--- src/hdl/slq_pkg.sv ---
`timescale 1ns / 1ps
// ----------------------------------------------------------------------------
// slq_pkg
// types and constants shared by the sorted list queue modules
// ----------------------------------------------------------------------------
package slq_pkg;

  localparam int LIST_DEPTH = 16;
  localparam int CNT_W      = $clog2(LIST_DEPTH + 1);

  typedef enum logic [1:0] {
    MODE_INSERT       = 2'd0,
    MODE_REMOVE_FRONT = 2'd1,
    MODE_REMOVE_MATCH = 2'd2,
    MODE_FIND         = 2'd3
  } mode_t;

  typedef enum logic [1:0] {
    STATUS_OK        = 2'd0,
    STATUS_EMPTY     = 2'd1,
    STATUS_NOT_FOUND = 2'd2,
    STATUS_FULL      = 2'd3
  } status_t;

  // stored key, vertex above weight so a plain compare gives the sort order
  typedef struct packed {
    logic [7:0]  vertex;
    logic [15:0] weight;
  } entry_t;

  typedef struct packed {
    logic [1:0]  mode;
    logic [7:0]  key_vertex;
    logic [15:0] key_weight;
  } op_t;

  typedef struct packed {
    logic [1:0]  status;
    logic        front_valid;
    logic [7:0]  front_vertex;
    logic [15:0] front_weight;
    logic [4:0]  occupancy;
  } res_t;

  // per-cycle command broadcast to every cell
  typedef struct packed {
    logic insert;
    logic remove_front;
    logic remove_match;
  } cell_ctrl_t;

endpackage

--- src/hdl/slq_cell.sv ---
`timescale 1ns / 1ps
// ----------------------------------------------------------------------------
// slq_cell
// one slot of the sorted chain: compares against the broadcast key and
// takes its next entry from itself, the key or a neighbor
// ----------------------------------------------------------------------------
module slq_cell (
  input  logic               clk,
  input  slq_pkg::cell_ctrl_t ctrl,
  input  slq_pkg::entry_t    key,
  input  logic               occupied,
  input  logic               left_lt,
  input  slq_pkg::entry_t    left_entry,
  input  slq_pkg::entry_t    right_entry,
  output logic               lt,
  output logic               match,
  output slq_pkg::entry_t    entry,
  output slq_pkg::entry_t    entry_next
);
  import slq_pkg::*;

  logic eq;

  assign lt    = occupied && (entry < key);
  assign eq    = occupied && (entry == key);
  // first equal entry sits right after the last smaller one
  assign match = eq && left_lt;

  always_comb begin
    entry_next = entry;
    if (ctrl.insert) begin
      if (!lt) begin
        entry_next = left_lt ? key : left_entry;
      end
    end else if (ctrl.remove_front || (ctrl.remove_match && !lt)) begin
      entry_next = right_entry;
    end
  end

  always_ff @(posedge clk) begin
    entry <= entry_next;
  end

endmodule

--- src/hdl/sorted_list_queue_unit.sv ---
`timescale 1ns / 1ps
// ----------------------------------------------------------------------------
// sorted_list_queue_unit
// bounded ascending list of (vertex, weight) keys held in a chain of cells
// ----------------------------------------------------------------------------
// usage
//   op channel (op_valid / op_ready / op): one operation per transfer, mode
//   0 insert, 1 remove front, 2 remove first matching key, 3 find key
//   res channel (res_valid / res_ready / res): one result per operation with
//   status, the front entry and the occupancy after the operation
//   result: registered, valid in the cycle after the op transfer
//   throughput: one operation per cycle unless stalled; every cell compares
//   its entry with the broadcast key and loads its new entry in the same
//   cycle, so the row compare plus the found reduction sets the cycle
//   stall: the result register holds while res_ready is low, and op_ready
//   drops until that result is taken
//   reset: clears the entry count and the result valid; cell contents are
//   left as they are and only cells below the count are ever looked at
//   capacity LIST_DEPTH entries; an insert into a full list is dropped with
//   status full
// ----------------------------------------------------------------------------
module sorted_list_queue_unit (
  input  logic          clk,
  input  logic          rst,
  input  logic          op_valid,
  output logic          op_ready,
  input  slq_pkg::op_t  op,
  output logic          res_valid,
  input  logic          res_ready,
  output slq_pkg::res_t res
);
  import slq_pkg::*;

  // occupancy
  logic [CNT_W-1:0] count;
  logic [CNT_W-1:0] count_next;

  // cell row wiring
  entry_t                key;
  cell_ctrl_t            ctrl;
  logic [LIST_DEPTH-1:0] occ;
  logic [LIST_DEPTH-1:0] lt;
  logic [LIST_DEPTH-1:0] match;
  entry_t                entries     [LIST_DEPTH];
  entry_t                entries_next[LIST_DEPTH];

  logic    accept;
  logic    full;
  logic    empty;
  logic    found;
  status_t status;
  res_t    res_next;

  assign key    = '{vertex: op.key_vertex, weight: op.key_weight};
  assign accept = op_valid && op_ready;
  // output register frees up as soon as its result transfers
  assign op_ready = !res_valid || res_ready;

  assign full  = (count == CNT_W'(LIST_DEPTH));
  assign empty = (count == '0);
  assign found = |match;

  // cell row, left neighbor is the smaller side
  for (genvar g = 0; g < LIST_DEPTH; g++) begin : g_cell
    logic   left_lt;
    entry_t left_entry;
    entry_t right_entry;

    assign occ[g] = (CNT_W'(g) < count);

    if (g == 0) begin : g_head
      // head cell: nothing smaller to its left
      assign left_lt    = 1'b1;
      assign left_entry = '0;
    end else begin : g_body
      assign left_lt    = lt[g-1];
      assign left_entry = entries[g-1];
    end

    if (g == LIST_DEPTH - 1) begin : g_tail
      assign right_entry = '0;
    end else begin : g_inner
      assign right_entry = entries[g+1];
    end

    slq_cell u_cell (
      .clk         (clk),
      .ctrl        (ctrl),
      .key         (key),
      .occupied    (occ[g]),
      .left_lt     (left_lt),
      .left_entry  (left_entry),
      .right_entry (right_entry),
      .lt          (lt[g]),
      .match       (match[g]),
      .entry       (entries[g]),
      .entry_next  (entries_next[g])
    );
  end

  // operation decode
  always_comb begin
    ctrl       = '0;
    status     = STATUS_OK;
    count_next = count;
    unique case (op.mode)
      MODE_INSERT: begin
        if (full) begin
          status = STATUS_FULL;
        end else begin
          ctrl.insert = accept;
          count_next  = count + 1'b1;
        end
      end
      MODE_REMOVE_FRONT: begin
        if (empty) begin
          status = STATUS_EMPTY;
        end else begin
          ctrl.remove_front = accept;
          count_next        = count - 1'b1;
        end
      end
      MODE_REMOVE_MATCH: begin
        if (empty) begin
          status = STATUS_EMPTY;
        end else if (!found) begin
          status = STATUS_NOT_FOUND;
        end else begin
          ctrl.remove_match = accept;
          count_next        = count - 1'b1;
        end
      end
      MODE_FIND: begin
        if (empty) begin
          status = STATUS_EMPTY;
        end else if (!found) begin
          status = STATUS_NOT_FOUND;
        end
      end
      default: begin
        status = STATUS_OK;
      end
    endcase
  end

  // result as seen after the update, front taken from the head cell
  always_comb begin
    res_next.status      = status;
    res_next.front_valid = (count_next != '0);
    res_next.front_vertex = res_next.front_valid ? entries_next[0].vertex : 8'd0;
    res_next.front_weight = res_next.front_valid ? entries_next[0].weight : 16'd0;
    res_next.occupancy    = 5'(count_next);
  end

  always_ff @(posedge clk) begin
    if (rst) begin
      count     <= '0;
      res_valid <= 1'b0;
    end else begin
      if (accept) begin
        count <= count_next;
      end
      if (op_ready) begin
        res_valid <= op_valid;
      end
    end
  end

  always_ff @(posedge clk) begin
    if (accept) begin
      res <= res_next;
    end
  end

endmodule

--- config.mk ---
export PLATFORM = sky130hd
export DESIGN_NAME = sorted_list_queue_unit
export DESIGN_NICKNAME = d
export VERILOG_FILES = /design/src/hdl/slq_pkg.sv /design/src/hdl/slq_cell.sv /design/src/hdl/sorted_list_queue_unit.sv
export SDC_FILE = /design/constraint.sdc
export NUM_CORES = 2
export LEC_CHECK = 0
export BUFFER_PORTS_ARGS = -buffer_cell sky130_fd_sc_hd__buf_2
export CAP_MARGIN = 10
export CORE_MARGIN = 8
export CORE_UTILIZATION = 65
export DETAILED_ROUTE_END_ITERATION = 10
export PLACE_DENSITY = 0.82
export SLEW_MARGIN = 25
export SYNTH_ARGS = -nofsm -noshare
export SYNTH_HDL_FRONTEND = slang
export SYNTH_HIERARCHICAL = 1
export SYNTH_SLANG_ARGS = --single-unit
export TNS_END_PERCENT = 10
--- constraint.sdc ---
create_clock -name clk -period 6.95 [get_ports clk]
set_input_delay 0.695 -clock clk [delete_from_list [all_inputs] [get_ports clk]]
set_output_delay 0.695 -clock clk [all_outputs]
set_load 0.01 [all_outputs]
# After elaboration in Yosys (flattened, before gate mapping)
# Index checks and enable logic that the tools add are counted.
dict set report word_totals {
  regBits 422
  inputBits 30
  output_inout_bits 34
  word_cells 321
}
dict set report op_classes {
  n_lt_le_gt_ge 32
  n_mux 80
  add_sub_neg 2
  n_reduce_logical 133
  n_eq_ne 35
}
# operator n
set op_table {}
lappend op_table {{two-way mux 24 bit} 63}
lappend op_table {{== test 24 bit} 16}
lappend op_table {{< comparator 24 bit} 16}
lappend op_table {{logical AND 1 bit} 64}
lappend op_table {{< comparator 4 x 5 -> 1 bit, first input constant} 8}
lappend op_table {{!= test 2 bit, second input constant} 15}
lappend op_table {{AND reduction 2 bit} 15}
lappend op_table {{nonzero test 2 bit} 15}
lappend op_table {{< comparator 3 x 5 -> 1 bit, first input constant} 4}
lappend op_table {{two-way mux 5 bit} 4}
lappend op_table {{logical NOT 1 bit} 17}
lappend op_table {{logical OR 1 bit} 17}
lappend op_table {{OR reduction 16 bit} 1}
lappend op_table {{case mux 5 bit (3 select lines)} 1}
lappend op_table {{< comparator 1 x 5 -> 1 bit, first input constant} 2}
lappend op_table {{< comparator 2 x 5 -> 1 bit, first input constant} 2}
lappend op_table {{two-way mux 1 bit} 8}
lappend op_table {{two-way mux 2 bit} 3}
lappend op_table {{case mux 2 bit (3 select lines)} 1}
lappend op_table {{adder 5 x 1 -> 5 bit, second input constant} 1}
lappend op_table {{== test 5 bit, second input constant} 1}
lappend op_table {{logical NOT 5 bit} 1}
lappend op_table {{nonzero test 5 bit} 1}
lappend op_table {{subtractor 5 x 1 -> 5 bit, second input constant} 1}
lappend op_table {{other kinds (4)} 5}

# Depth between registers and ports, before layout
dict set report logic_depth {
  ltp_word 11
  mapped_depth 23
  depth_no_buf 19
}

# Modules after synthesis
# The synthesis kept the hierarchy.
# mod seq_area_each_um2 area_per_inst_um2 cells_per_inst instances
set by_module_without_submodules {}
lappend by_module_without_submodules {slq_cell 480.5 1828.0 209 16}
lappend by_module_without_submodules {sorted_list_queue_unit 1081.0 2411.1 230 1}

# Worst setup path before layout
# OpenSTA, ideal clock, no wires.
dict set report synth_timing {
  path_type {input to register}
  start {input port op[17] (netlist name)}
  end {register res[27] (netlist name) (data pin)}
  setup_ns 0.160
  n_path_buf 4
  cell_stages 23
  t_arrival_ns 6.107
  slack_ns 0.683
  cell_sequence {inv_1 ha_1 a21oi_1 nor2_1 a211oi_1 o2111ai_1 nor2_2 clkbuf_1 clkbuf_1 clkbuf_1 nand4_1 nor2_1 and3_1 nor4_1 nand4_1 nand2_1 nor2_1 nor2_1 a2bb2oi_2 buf_6 a222oi_1 inv_1 a41oi_1}
}
# element line
set synth_lines {}
lappend synth_lines {{from (decl)} sorted_list_queue_unit.sv:27} ;# input slq_pkg::op_t op,
lappend synth_lines {{to (signal assigned)} sorted_list_queue_unit.sv:171} ;# res <= res_next;
lappend synth_lines {{to (decl)} sorted_list_queue_unit.sv:30} ;# output slq_pkg::res_t res

==> impl_metrics.json <==
{
  "yosysUniqueCellTypes": 66,
  "multiInputGateArea_sq_mm": 0.0201,
  "total_power_mw": 13.1,
  "fin_setup_tns_ps": 0,
  "skew_ps": 28.3,
  "setup-violations-final": 0,
  "drc": 0,
  "cts-root-buf": "clkbuf_16",
  "viasPerCell": 6.74,
  "cp_data_required_time_ps": 7410,
  "r2r_start": "count[2]",
  "dieArea_sq_mm": 0.0560,
  "p_leak_nw": 15.4,
  "peakVddDrop_mv": 0.253,
  "antenna_cells": 0,
  "rsz0062_at_grt": "false",
  "hp-start": "op_valid",
  "use_met3": 0.0594,
  "nFillCells": 3731,
  "ys_top_cells_by_area": "dfxtp_1 (25%), ha_1 (15%), mux2i_1 (12%)",
  "die_w_microns": 237,
  "finalHoldViolations": 0,
  "grt_use_total": 0.330,
  "num_vias": 28915,
  "reg2reg_slack_ps": 1390,
  "drive_above_1_share": 0.0949,
  "drt_first_iter_violations": 2959,
  "cts_sinks": 422,
  "row_count": 81,
  "synth_edf_count": 32,
  "end_kind": "register",
  "syn_area_sq_mm": 0.0317,
  "yosysWarnings": 6,
  "top_usage_layer": "met2",
  "clk_latency_ps": 620,
  "first_global_vias": 28405,
  "nets": 4047,
  "crit_fanout": 26,
  "yosys.area.top_type": "dfxtp_1",
  "ys_seq_area_frac": 0.277,
  "wl_microns": 96500,
  "r2r_cells": 16,
  "post_cts_buffers": 0,
  "clk_pin_slew_ps": 60,
  "cts_buffers": 48,
  "synth-async-reset-ratio": 0,
  "timing.rr.end": "g_cell[8].u_cell/entry[14]",
  "synth_common_cells": "inv_1 (530), dfxtp_1 (390), ha_1 (388)",
  "place_ws_ps": 597,
  "final_max_slew_viol_count": 0,
  "ant_nets": 0,
  "worst_pin_slew_ps": 1040,
  "synth.most_common_cell": "inv_1",
  "cap_violations": 0,
  "hpwl_microns": 68400,
  "cts_buffer_depth": 3,
  "fin_crit_sh": 0.854,
  "syn2layout_area_growth_pct": 8.34,
  "die_h_microns": 237,
  "yosys.area.top_type_share": 0.247,
  "core_sq_mm": 0.0485,
  "tritoncts": "yes",
  "ios": 64,
  "place.gp.congestion": 0.938,
  "synthFlopType": "dfxtp_1",
  "grt_pass1_wl_microns": 152000,
  "max_slew_margin": 0.303,
  "dr.pass1.iters": 6,
  "fin_crit_ps": 5930,
  "wl_per_cell_microns": 22.5,
  "overflow": 0,
  "hold_buffers": 0,
  "ff_latch_area_sq_mm": 0.00877,
  "hold_class": "in -> reg",
  "grt_start_max_net_pins": 49,
  "layout_setup_ws_ps": 1020,
  "met1_usage": 0.389,
  "synth.avg_cell_area_sq_um": 8.86,
  "power_density_mw_per_mm2": 381,
  "min_path_cells": 3,
  "start_kind": "primary input",
  "status": "completed",
  "netlist_instances": 3574,
  "ys_ff_latch": 422,
  "min_to": "res_valid",
  "ctsResizeCount": 0,
  "h-tree-depth": 2,
  "crit_arrival_ps": 6390,
  "path_class": "in -> reg",
  "grt_use_met2": 0.555,
  "antenna_found_initial": 0,
  "numPortBuffers": 63,
  "fmax_mhz": 169,
  "start_util": 0.652
}
-- through the flow --
step	hold WS, ps	cell area [sq um]	utilization	instances
floorplan	455	31800	-	3622
global placement	471	32600	0.672	4201
detailed placement	478	32600	0.673	4201
CTS	313	34300	0.706	4288
global route	331	34300	0.707	4288
finish	331	34300	0.707	4288
-- state kept, by name, indices dropped and copies added (netlist names) --
| name | flops |
|---|---|
| count | 5 |
| res | 32 |
| g_cell.u_cell/entry | 384 |
| res_valid | 1 |
-- worst max-delay path, stage by stage --
cell       delay, ps
buf_2            540
buf_4            320
inv_1             70
ha_1             320
nand4_1          180
nor4_2           390
o21ai_1          140
a31oi_2          270
nor2_4            70
nand4_1          100
nor2_1            40
and3_1           200
nor4_1           790
nand4_1          380
nand2_1          230
nor2_4           180
nor2_1           180
a2bb2oi_2        520
buf_4            320
a221o_1          200
inv_1             60
a41oi_2          140
-- power by group --
part,total [mW],internal [mW],switching (mW)
registers,5.20,3.61,1.59
clock network,2.67,1.59,1.08
logic,5.21,2.51,2.69
-- cell type report --
class	instances	area share
multi-input combinational	2458	0.585
sequential	422	0.256
inverter	546	0.0598
clock buffer	71	0.0414
timing repair buffer	153	0.0289
tap	622	0.0227
clock inverter	16	0.00635
-- routing by layer --
| metal | part of all wire | wire length [microns] | up-vias |
|---|---|---|---|
| li1 | - | - | 13431 |
| met4 | 0.065 | 6270 | 0 |
| met1 | 0.38 | 37200 | 13669 |
| met3 | 0.080 | 7680 | 429 |
| met2 | 0.47 | 45400 | 1386 |
| met5 | 0 | 0 | - |
-- cells by family (layout without fill, tap and decap cells) --
kind of cell,count (synthesis),count (layout),synth area share
other,2,50,0.000237
AND/OR/NAND/NOR,802,802,0.134
buffers and inverters,742,786,0.0981
multiplexers,385,385,0.122
flip-flops,422,422,0.277
adder cells (fa/ha/maj),388,388,0.153
XOR/XNOR,5,5,0.00138
AO/OA/AOI/OAI,828,828,0.214
-- cell usage in the layout, fill, tap and decap left out, drive strengths merged, types with 17 or more instances in the layout --
cell type / count
inv: 532
dfxtp: 390
ha: 388
mux2i: 384
nor3: 357
a221o: 336
a21oi: 183
buf: 153
nand2: 127
nor2: 120
o21ai: 116
clkbuf: 71
nand4: 66
conb: 50
nand2b: 37
a21o: 35
a31oi: 35
a222oi: 32
edfxtp: 32
a41oi: 26
clkinv: 25
a211oi: 22
nor4: 21
and3: 20
nand3: 18
a2bb2oi: 17
-- worst max path at each step --
stage                    to   start
CTS                 res[16]  op[11]
finish              res[14]  op[11]
floorplan           res[27]  op[17]
global route         res[6]  op[11]
global placement     res[9]  op[11]
detailed placement  res[15]  op[11]
(Power assumes the default switching activity.)
